===== src/hdb_pkg.sv =====
// Shared types and constants for the HDLC bit deframer.
// Used by hdb_step, hdlc_bit_deframer_unit, hdb_port_checks, hdb_checker and testbench; depends on nothing.
`default_nettype none

package hdb_pkg;

	// Length counters and length registers
	localparam int LEN_W       = 10;
	localparam int LEN_LIMIT   = 1023;
	localparam int CNT_W       = 32;
	localparam int CFG_IDX_W   = 1;
	localparam int CFG_DATA_W  = LEN_W;

	// Register reset values
	localparam logic [LEN_W-1:0] MIN_LEN_RST = LEN_W'(17);
	localparam logic [LEN_W-1:0] MAX_LEN_RST = LEN_W'(330);

	// Line constants
	localparam logic [7:0] FLAG_PATTERN = 8'h7E;
	localparam logic [2:0] ONES_ABORT   = 3'd7;
	localparam logic [2:0] ONES_STUFF   = 3'd5;
	localparam logic [3:0] BITS_PER_BYTE = 4'd8;

	// Register indexes
	localparam logic [CFG_IDX_W-1:0] REG_MIN_LEN = CFG_IDX_W'(0);
	localparam logic [CFG_IDX_W-1:0] REG_MAX_LEN = CFG_IDX_W'(1);

	typedef enum logic [1:0] {
		MODE_HUNT = 2'd0,
		MODE_SYNC = 2'd1,
		MODE_DATA = 2'd2
	} mode_t;

	typedef enum logic [2:0] {
		EV_DATA       = 3'd0,
		EV_GOOD       = 3'd1,
		EV_SHORT      = 3'd2,
		EV_ONES_ABORT = 3'd3,
		EV_OVF_ABORT  = 3'd4
	} event_t;

	// Decoder state carried from one line bit to the next
	typedef struct packed {
		logic [7:0]       raw_window;
		logic [7:0]       data_shift;
		logic [3:0]       bit_counter;
		logic [2:0]       ones_run;
		mode_t            rx_mode;
		logic [LEN_W-1:0] byte_counter;
		logic [CNT_W-1:0] good_frames;
		logic [CNT_W-1:0] aborts_seen;
	} dec_state_t;

	// One result item, with a flag telling whether the bit produced one
	typedef struct packed {
		logic             emit;
		event_t           ev;
		logic [7:0]       data_byte;
		logic [LEN_W-1:0] frame_length;
		logic [CNT_W-1:0] good_frames;
		logic [CNT_W-1:0] aborts_seen;
	} dec_result_t;

endpackage

`default_nettype wire


===== src/hdlc_bit_deframer_unit.sv =====
// Top level of the HDLC bit deframer: input register, decoder state, result register.
// Depends on hdb_pkg and hdb_step.
`default_nettype none

// Takes one NRZI-decoded line bit per item, least significant bit first, and
// gives at most one result item per bit: a data byte, a frame end (good or too
// short) or an abort. One item can be accepted every cycle while in_stall is low.
// The bit is captured in the input register when accepted; its result, if any,
// is loaded into the result register when the input register advances. The
// decoder state is updated by combinational logic behind the input register, so
// the rate is set only by output stall: while a result waits with out_stall
// high and the input register is full, in_stall is raised.
module hdlc_bit_deframer_unit (
	input  wire logic                           clk,
	input  wire logic                           arst_n,
	// input channel
	input  wire logic                           in_valid,
	output logic                                in_stall,
	input  wire logic                           rx_bit,
	input  wire logic                           restart,
	// output channel
	output logic                                out_valid,
	input  wire logic                           out_stall,
	output logic [2:0]                          event_res,
	output logic [7:0]                          data_byte,
	output logic [hdb_pkg::LEN_W-1:0]           frame_length,
	output logic [hdb_pkg::CNT_W-1:0]           good_frame_count,
	output logic [hdb_pkg::CNT_W-1:0]           abort_count,
	// configuration
	input  wire logic                           cfg_we,
	input  wire logic [hdb_pkg::CFG_IDX_W-1:0]  cfg_index,
	input  wire logic [hdb_pkg::CFG_DATA_W-1:0] cfg_data
);

	logic                        valid_s1;
	logic                        rx_bit_s1;
	logic                        restart_s1;
	logic                        advance;
	logic [hdb_pkg::LEN_W-1:0]   min_len_q;
	logic [hdb_pkg::LEN_W-1:0]   max_len_q;
	hdb_pkg::dec_state_t         state_q;
	hdb_pkg::dec_state_t         state_nxt;
	hdb_pkg::dec_result_t        res;
	logic                        out_valid_q;
	hdb_pkg::dec_result_t        out_q;

	// Configuration registers
	always_ff @(posedge clk or negedge arst_n) begin
		if (!arst_n) begin
			min_len_q <= hdb_pkg::MIN_LEN_RST;
			max_len_q <= hdb_pkg::MAX_LEN_RST;
		end else if (cfg_we) begin
			unique case (cfg_index)
				hdb_pkg::REG_MIN_LEN: min_len_q <= cfg_data;
				hdb_pkg::REG_MAX_LEN: max_len_q <= cfg_data;
				default: ;
			endcase
		end
	end

	// Stage 1 moves on when the result register is free or being drained
	assign advance  = !out_valid_q || !out_stall;
	assign in_stall = valid_s1 && !advance;

	always_ff @(posedge clk or negedge arst_n) begin
		if (!arst_n) begin
			valid_s1 <= 1'b0;
		end else if (!in_stall) begin
			valid_s1 <= in_valid;
		end
	end

	always_ff @(posedge clk) begin
		if (!in_stall && in_valid) begin
			rx_bit_s1  <= rx_bit;
			restart_s1 <= restart;
		end
	end

	hdb_step u_step (
		.min_frame_len (min_len_q),
		.max_frame_len (max_len_q),
		.cur           (state_q),
		.rx_bit        (rx_bit_s1),
		.restart       (restart_s1),
		.nxt           (state_nxt),
		.res           (res)
	);

	// Decoder state
	always_ff @(posedge clk or negedge arst_n) begin
		if (!arst_n) begin
			state_q.raw_window   <= 8'd0;
			state_q.data_shift   <= 8'd0;
			state_q.bit_counter  <= 4'd0;
			state_q.ones_run     <= 3'd0;
			state_q.rx_mode      <= hdb_pkg::MODE_HUNT;
			state_q.byte_counter <= '0;
			state_q.good_frames  <= '0;
			state_q.aborts_seen  <= '0;
		end else if (valid_s1 && advance) begin
			state_q <= state_nxt;
		end
	end

	// Result register
	always_ff @(posedge clk or negedge arst_n) begin
		if (!arst_n) begin
			out_valid_q <= 1'b0;
		end else if (advance) begin
			out_valid_q <= valid_s1 && res.emit;
		end
	end

	always_ff @(posedge clk) begin
		if (advance && valid_s1 && res.emit) begin
			out_q <= res;
		end
	end

	assign out_valid        = out_valid_q;
	assign event_res        = out_q.ev;
	assign data_byte        = out_q.data_byte;
	assign frame_length     = out_q.frame_length;
	assign good_frame_count = out_q.good_frames;
	assign abort_count      = out_q.aborts_seen;

endmodule

`default_nettype wire


===== src/hdb_step.sv =====
// Next-state and result logic of the deframer for one line bit.
// Depends on hdb_pkg.
`default_nettype none

module hdb_step (
	input  wire logic [hdb_pkg::LEN_W-1:0] min_frame_len,
	input  wire logic [hdb_pkg::LEN_W-1:0] max_frame_len,
	input  wire hdb_pkg::dec_state_t       cur,
	input  wire logic                      rx_bit,
	input  wire logic                      restart,
	output hdb_pkg::dec_state_t            nxt,
	output hdb_pkg::dec_result_t           res
);

	logic [7:0]                 raw_n;
	logic [2:0]                 ones_n;
	logic [3:0]                 bits_n;
	logic [7:0]                 data_n;
	logic [15:0]                limit;
	logic [hdb_pkg::LEN_W-1:0]  len_p1;

	// Effective maximum length, capped at the hard limit
	always_comb begin
		if (16'(max_frame_len) > 16'(hdb_pkg::LEN_LIMIT)) begin
			limit = 16'(hdb_pkg::LEN_LIMIT);
		end else begin
			limit = 16'(max_frame_len);
		end
	end

	assign raw_n  = {rx_bit, cur.raw_window[7:1]};
	assign data_n = {rx_bit, cur.data_shift[7:1]};
	assign bits_n = cur.bit_counter + 4'd1;
	assign len_p1 = cur.byte_counter + hdb_pkg::LEN_W'(1);

	// Ones run saturates at seven
	always_comb begin
		if (!rx_bit) begin
			ones_n = 3'd0;
		end else if (cur.ones_run == hdb_pkg::ONES_ABORT) begin
			ones_n = hdb_pkg::ONES_ABORT;
		end else begin
			ones_n = cur.ones_run + 3'd1;
		end
	end

	// Priority: restart, flag, seven ones, hunt, stuffed zero, data bit
	always_comb begin
		nxt              = cur;
		res.emit         = 1'b0;
		res.ev           = hdb_pkg::EV_DATA;
		res.data_byte    = 8'd0;
		res.frame_length = cur.byte_counter;

		if (restart) begin
			nxt.raw_window   = 8'd0;
			nxt.ones_run     = 3'd0;
			nxt.rx_mode      = hdb_pkg::MODE_HUNT;
			nxt.byte_counter = '0;
			nxt.bit_counter  = 4'd0;
			nxt.data_shift   = 8'd0;
		end else begin
			nxt.raw_window = raw_n;
			nxt.ones_run   = ones_n;
			if (raw_n == hdb_pkg::FLAG_PATTERN) begin
				nxt.rx_mode      = hdb_pkg::MODE_SYNC;
				nxt.byte_counter = '0;
				nxt.bit_counter  = 4'd0;
				nxt.data_shift   = 8'd0;
				if (cur.rx_mode == hdb_pkg::MODE_DATA) begin
					res.emit = 1'b1;
					if (cur.byte_counter >= min_frame_len) begin
						res.ev          = hdb_pkg::EV_GOOD;
						nxt.good_frames = cur.good_frames + hdb_pkg::CNT_W'(1);
					end else begin
						res.ev = hdb_pkg::EV_SHORT;
					end
				end
			end else if (ones_n == hdb_pkg::ONES_ABORT &&
				cur.rx_mode != hdb_pkg::MODE_HUNT) begin
				nxt.rx_mode      = hdb_pkg::MODE_HUNT;
				nxt.byte_counter = '0;
				nxt.bit_counter  = 4'd0;
				nxt.data_shift   = 8'd0;
				if (cur.rx_mode == hdb_pkg::MODE_DATA) begin
					res.emit        = 1'b1;
					res.ev          = hdb_pkg::EV_ONES_ABORT;
					nxt.aborts_seen = cur.aborts_seen + hdb_pkg::CNT_W'(1);
				end
			end else if (cur.rx_mode == hdb_pkg::MODE_HUNT) begin
				// hunting: only the window and ones run move
			end else if (!rx_bit && cur.ones_run == hdb_pkg::ONES_STUFF) begin
				// stuffed zero dropped
			end else begin
				nxt.data_shift = data_n;
				if (bits_n < hdb_pkg::BITS_PER_BYTE) begin
					nxt.bit_counter = bits_n;
				end else if (16'(cur.byte_counter) >= limit) begin
					nxt.rx_mode      = hdb_pkg::MODE_HUNT;
					nxt.byte_counter = '0;
					nxt.bit_counter  = 4'd0;
					nxt.data_shift   = 8'd0;
					nxt.aborts_seen  = cur.aborts_seen + hdb_pkg::CNT_W'(1);
					res.emit         = 1'b1;
					res.ev           = hdb_pkg::EV_OVF_ABORT;
				end else begin
					nxt.bit_counter  = 4'd0;
					nxt.byte_counter = len_p1;
					nxt.rx_mode      = hdb_pkg::MODE_DATA;
					res.emit         = 1'b1;
					res.ev           = hdb_pkg::EV_DATA;
					res.data_byte    = data_n;
					res.frame_length = len_p1;
				end
			end
		end

		// Counters as they stand after this bit
		res.good_frames = nxt.good_frames;
		res.aborts_seen = nxt.aborts_seen;
	end

endmodule

`default_nettype wire


===== config.mk =====
export PLATFORM = sky130hd
export DESIGN_NAME = hdlc_bit_deframer_unit
export DESIGN_NICKNAME = d
export VERILOG_FILES = /design/src/hdb_pkg.sv /design/src/hdlc_bit_deframer_unit.sv /design/src/hdb_step.sv
export SDC_FILE = /design/constraint.sdc
export NUM_CORES = 1
export LEC_CHECK = 0
export BUFFER_PORTS_ARGS = -buffer_cell sky130_fd_sc_hd__buf_4
export CAP_MARGIN = 15
export CORE_ASPECT_RATIO = 2
export CORE_MARGIN = 10
export CORE_UTILIZATION = 30
export CTS_BUF_LIST = sky130_fd_sc_hd__clkbuf_8 sky130_fd_sc_hd__clkbuf_16
export CTS_CLUSTER_DIAMETER = 100
export DETAILED_ROUTE_END_ITERATION = 8
export SYNTH_ARGS = -nofsm -noshare
export SYNTH_HDL_FRONTEND = slang
export SYNTH_SLANG_ARGS = --single-unit

===== constraint.sdc =====
create_clock -name clk -period 12.24 [get_ports clk]
set_input_delay 2.448 -clock clk [delete_from_list [all_inputs] [get_ports clk]]
set_output_delay 2.448 -clock clk [all_outputs]
set_load 0.02 [all_outputs]

==> results by group, run 1 <==
Final layout
  • Final net count: 985
  • Layout fillers: 3201
  • Diode count: 0
  • Area growth syn-to-layout: 19.14%
  • Layout cell share with drive strength beyond 1: 0.1845
  • Fin cells: 1381

Global route
  • Initial antenna violation count: 0
  • Pin count of the biggest net entering global routing: 66
  • Total Routing Usage GR: 0.1103
  • GR Overflow Total: 0
  • Number of global-route vias before repair: 6740
  • First-pass GRT wire length: ~36000 um

STA
  • Final hold viol count: 0
  • Tmin final: 5.306 ns
  • Final Slew Violations: 0
  • RSZ-0062 raised after global routing: false
  • Clock skew: 0.01110 ns
  • Fmax: 188.4 MHz
  • Setup violators final: 0
  • Final setup TNS: 0 ns
  • Relative slew slack: 0.3357
  • Tcrit/Tclk final: 0.4335
  • Measured slew at the worst slew-check pin: 0.9964 ns

Outcome
  • Status: completed

Clock network
  • Max Root-Sink Buffers: 3
  • CTS-repair resized insts: 0
  • Hold_buf cts: 0
  • Depth of the CTS H-tree: 1
  • TritonCTS clock tree: yes
  • Reg clk slew, reported paths: ~0.060 ns
  • Post-CTS Setup Bufs: 0
  • Clock Latency Late Sink: 0.50 ns
  • CTS Root Cell: clkbuf_16
  • CTS buffer count: 20
  • Sink Count: 205

Logic synthesis
  • Syn Std Cell Area: 9683 sq um
  • Leading area contributor after synthesis: dfrtp_1
  • Post-synthesis async set-or-reset flop share: 0.5756
  • Post-synth top area share: 0.2894
  • Synth Register Bits: a little over 200
  • Most frequent cell after synthesis: dfrtp_1
  • Synth Area in Compound Gates: 0.05944
  • Register area share after synthesis: 0.5755
  • Xor/xnor cell area share of the yosys netlist: 0.1203
  • Post-Syn Nets: 887
  • Most frequent cells after synthesis: 112 x dfrtp_1, 109 x nand2_1, 87 x edfxtp_1
  • Adder-cell share of the synthesized area: 0.03489
  • Mean Syn Cell Area: 11.50 sq um
  • Top cells by area, synth: dfrtp_1 29%, edfxtp_1 27%, xnor2_1 7.6%
  • EDFF count, synth: 87
  • Syn Inst Count: roughly 840
  • Largest family of logic cells by synthesized area: simple AND/OR/NAND/NOR gates
  • Yosys cell types: 56
  • Synth Area in Simple Gates: 0.1628
  • Post-synth top flop: dfrtp_1
  • Post-synthesis mux area share: 0.01770
  • Synth Warn #: 0

Pwr
  • Clock Power Share: 0.440
  • Switch share: 0.2225
  • Peak supply drop: 0.0001052 V
  • Part of the power in registers: 0.517
  • Pwr dens: 124.5 nW/um^2
  • Leakage: 4.652 nW
  • Internal Power: 1.117 mW
  • Gate power share: 0.044
  • Switching power: 0.3196 mW

Placement
  • Inst Count DP: 1345
  • I/O Buffers: ~100
  • GPL Wtd Cong: about 0.8
  • DP HPWL: 16210 um

Die
  • Initial Util: 0.3026
  • Die area: 40300 sq um
  • Die Span Y: 274.1 um
  • Io pins: roughly 110
  • Rows: slightly above 90
  • Core ar.: 32000 sq um
  • Die boundary width: 147.0 um

Route
  • Vias per inst: 4.651
  • DRC viols: 0
  • Initial DRC Count: 309
  • Met1 wire length: 8507 um
  • DR WL/cell: 16.20 um
  • Final WL: 22370 um
  • Wire length on met3: ~840 um
  • Post-DRT Antenna Nets: 0
  • Max Used Layer: met4
  • DRT Pass-1 Iters: 4
  • Via count: 6423
  • DR WL met2: roughly 13000 um

Setup path
  • Flop2flop setup slack: 8.27 ns
  • Worst r2r path cells: 8
  • Kind of critical path: in -> out
  • CP Data Arrival Time: 2.86 ns
  • Critical Path Start Type: primary input
  • Reg-to-reg startpoint: state_q[76]
  • Worst Path Max Fanout: 3
  • Setup crit end kind: primary output
  • Worst Path Required: 9.79 ns
  • FF-to-FF End: good_frame_count[5]

Min path
  • Worst Hold End: state_q[31]
  • Hold Path Class: reg -> reg
  • Worst hold path cell count: 1
  • HP Start: state_q[31]

Run
  • Max_cap viols: 0
## routing by layer
metal | vias up | track usage
li1 | 3130 | -
met1 | 3154 | 0.1193
met2 | 111 | 0.2096
met3 | 28 | 0.01651
met4 | 0 | 0.04164
met5 | - | 0
## sequential cells by signal, indices dropped and copies added (netlist names), 3 cells and up
register,count
data_byte,8
max_len_q,10
event_res,3
frame_length,10
abort_count,32
state_q,96
min_len_q,10
good_frame_count,32
## kinds of logic after synthesis
| kind of cell | count (synthesis) |
|---|---|
| and+or+nand+nor | 316 |
| DFF | 205 |
| xor gates and xnor gates | 133 |
| AOI/OAI and AO/OA | 84 |
| buffers and inverters | 62 |
| adders and majority gates | 27 |
| muxes | 15 |
## power groups by stage
stage               Combinational [mW]  Sequential [mW]  Clock [mW]
global placement                0.0621            0.755           0
detailed placement              0.0645            0.756           0
CTS                             0.0649            0.742       0.657
finish                          0.0629            0.742       0.632
floorplan                       0.0391            0.752           0
global route                    0.0751            0.744       0.680
## metrics by stage
stage	util	area [sq um]	total power, mW	hold slack [ns]	worst slack [ns]
3_5_place_dp	0.3397	10870	0.8205	0.4813	6.929
5_1_grt	0.3605	11540	1.499	0.5212	6.881
3_3_place_gp	0.3397	10870	0.8173	0.4690	6.929
2_1_floorplan	-	9683	0.7914	0.4560	2.721
4_1_cts	0.3605	11540	1.464	0.4949	6.928
6_report	0.3605	11540	1.437	0.4927	6.934
## layout make-up
type                       count  area [sq um]  area share
sequential                   205          5573      0.4831
multi-input combinational    575          3831      0.3321
timing repair buffer         110         825.8     0.07158
clock buffer                  22         539.3     0.04675
tap                          427         534.3     0.04631
clock inverter                14         127.6     0.01106
inverter                      28         105.1    0.009111
## cells in the final DEF (no fill, tap or decap), types with 27 or more instances in the layout
cell,count
ha_1,27
nand2_1,109
nand3_1,38
xor2_1,49
inv_1,31
o21ai_0,27
dfrtp_1,112
xnor2_1,84
nor2_1,49
nand4_1,32
edfxtp_1,87
buf_4,110
## worst max-delay path by stage
| stage | start | depth (start not counted) | end |
|---|---|---|---|
| 6_report | out_stall | 4 | in_stall |
| 5_1_grt | out_stall | 4 | in_stall |
| 4_1_cts | out_stall | 4 | in_stall |
| 3_5_place_dp | out_stall | 4 | in_stall |
| 3_3_place_gp | out_stall | 4 | in_stall |
| 2_1_floorplan | out_stall | 5 | abort_count[0] |
## critical path, stage by stage
cell	delay, ns
buf_4	0.11
nand3_1	0.09
inv_1	0.05
buf_4	0.15
No activity file was read; power rests on OpenSTA's default activity.
==> inputs of run 2 (changes only) <==
- clock period: 12.24 -> 4.75 ns (I/O delays scaled with it)
==> results by group, run 2 (same netlist as run 1, synthesis figures left out) <==
Outcome
  • Status: completed

STA
  • Final setup TNS: 0 ns (unchanged)
  • Final Slew Violations: 0 (unchanged)
  • Tcrit/Tclk final: 0.6947
  • Tmin final: around 3.3 ns
  • Fmax: 303.1 MHz
  • Final hold viol count: 0 (unchanged)
  • Measured slew at the worst slew-check pin: 0.9692 ns (-0.02728 ns)
  • RSZ-0062 raised after global routing: false
  • Relative slew slack: 0.3539 (+0.01819)
  • Setup violators final: 0 (unchanged)
  • Clock skew: 0.01236 ns (+0.001258 ns)

Clock network
  • TritonCTS clock tree: yes
  • Hold_buf cts: 0 (unchanged)
  • CTS buffer count: 20 (unchanged)
  • Post-CTS Setup Bufs: 0 (unchanged)
  • Max Root-Sink Buffers: 3 (unchanged)
  • Reg clk slew, reported paths: 0.06 ns (about the same)
  • CTS Root Cell: clkbuf_16
  • Clock Latency Late Sink: 0.51 ns (about the same)
  • CTS-repair resized insts: 0 (unchanged)
  • Sink Count: 205 (unchanged)
  • Depth of the CTS H-tree: 1 (unchanged)

Global route
  • GRT busiest layer: met2
  • Total Routing Usage GR: 0.1125 (+0.002237)
  • GR Overflow Total: 0 (unchanged)
  • Number of global-route vias before repair: 6703 (-0.55%)
  • First-pass GRT wire length: 36920 um (+1.3%)
  • M3 GR Usage: 0.01585 (-0.0006604)
  • Pin count of the biggest net entering global routing: 64 (-3.0%)
  • Global routing usage on met2: 0.2168 (+0.007179)
  • Met1 Use GR: 0.1204 (+0.001072)
  • Initial antenna violation count: 0 (unchanged)

Pwr
  • Total power draw: 3.746 mW (+160%)
  • Peak supply drop: 0.0001952 V (+86%)
  • Pwr dens: 323.4 nW/um^2 (+160%)
  • Leakage: 4.678 nW (+0.57%)

Final layout
  • Area growth syn-to-layout: 19.60%
  • Diode count: 0 (unchanged)
  • Most common cell after layout, fill and taps aside: dfrtp_1
  • Most frequent cells in the layout: 112 x dfrtp_1, 110 x buf_4, 109 x nand2_1
  • Final core occ: 0.3619 (+0.001408)
  • Layout cell share with drive strength beyond 1: 0.1822 (-0.002287)
  • Largest Register: state_q
  • Layout fillers: 3163 (-1.2%)
  • Register area: 5573 sq um (unchanged)
  • Post-layout instance area: 11580 sq um (+0.39%)
  • Final net count: 986 (+0.10%)
  • Fin cells: 1382 (+0.072%)
  • Number of flip-flops in the largest register: 96 (unchanged)
  • Area of the multi-input gates: 3837 sq um (+0.16%)

Placement
  • GPL Wtd Cong: 0.7787 (-2.8%)
  • Inst Count DP: 1345 (unchanged)
  • DP HPWL: 16670 um (+2.8%)
  • I/O Buffers: 104 (unchanged)
  • Placed cell areas: 10890 sq um (+0.17%)

Die
  • Initial Util: 0.3026 (unchanged)
  • Die boundary width: 147.0 um (unchanged)
  • Core ar.: 32000 sq um (unchanged)
  • Die area: 40300 sq um (unchanged)
  • Rows: 93 (unchanged)
  • Io pins: 105 (unchanged)
  • Die Span Y: 274.1 um (unchanged)

Setup path
  • Cells along the critical path: ha_1 -> nor3b_1 -> o2111ai_1 -> nand4_4 -> a21oi_4 -> or2_1 -> nand3_1 -> xnor2_1
  • Critical Path Start Type: register
  • Crit path buf inv count: 0 (-3)
  • Crit path depth: 8 (+4)
  • Worst Path Required: 4.99 ns (-4.80 ns)
  • Max stage delay on crit path: 0.74 ns (+0.59 ns)
  • Reg-to-reg startpoint: state_q[76]
  • Worst r2r path cells: 8 (unchanged)
  • Worst Path Max Fanout: 23 (+20)
  • Setup crit end kind: register
  • Crit path max-delay family: simple AND/OR/NAND/NOR gates
  • Critical path's slowest cell: or2_1
  • Worst setup path start: state_q[76]
  • CP Data Arrival Time: 3.54 ns (+0.68 ns)
  • Kind of critical path: reg -> reg

Route
  • Initial DRC Count: 308 (-0.32%)
  • DRT Pass-1 Iters: 7 (+3)
  • Post-DRT Antenna Nets: 0 (unchanged)
  • Final WL: 22740 um (+1.7%)
  • Vias per inst: 4.714 (+1.4%)
  • DR WL/cell: 16.46 um (+1.6%)
  • Via count: 6515 (+1.4%)
  • DRC viols: 0 (unchanged)

Run
  • Max_cap viols: 0 (unchanged)

Min path
  • Worst hold path cell count: 1 (unchanged)
  • HP Start: state_q[63]
  • Hold Path Class: reg -> reg
run 2: changes by cell type in the layout (fill, tap and decap cells not counted), sizes merged:
cell | before | now
buf | 110 | 111
bufinv | 2 | 3
clkinv | 6 | 5
clkinvlp | 2 | 1
inv | 32 | 33
run 2: power breakdown:
part           internal (mW)  switching (mW)
sequential              1.88          0.0282
clock                  0.982           0.689
combinational         0.0635          0.0996
total                   2.93           0.816
run 2: layout make-up:
class / count / share of cell area
multi-input cells: 575 / 0.3314
well taps: 427 / 0.04613
repair buffers: 111 / 0.07303
clock inverters: 14 / 0.01264
clock buffers: 22 / 0.04656
inverters: 28 / 0.009075
flip-flops and latches: 205 / 0.4812
run 2: worst paths after layout:
path / endpoint / slack, ns
min: state_q[63] / 0.49
min in group asynchronous: state_q[86] / 0.55
max in group asynchronous: state_q[23] / 3.24
min reg2reg: state_q[63] / 0.49
max: abort_count[14] / 1.45
max reg2reg: abort_count[14] / 1.45
run 2: metrics by stage:
step | setup slack [ns] | hold slack, ns
floorplan | 0.6419 | 0.4560
global placement | 1.484 | 0.4787
detailed placement | 1.463 | 0.4849
CTS | 1.455 | 0.4981
global route | 1.188 | 0.5260
finish | 1.450 | 0.4921
run 2: layer usage:
layer | routed length, um | vias up | part of all wire
met5 | 0 | - | 0
met4 | 556 | 0 | 0.024
met3 | 755 | 31 | 0.033
met2 | 12770 | 113 | 0.56
met1 | 8663 | 3220 | 0.38
li1 | - | 3151 | -
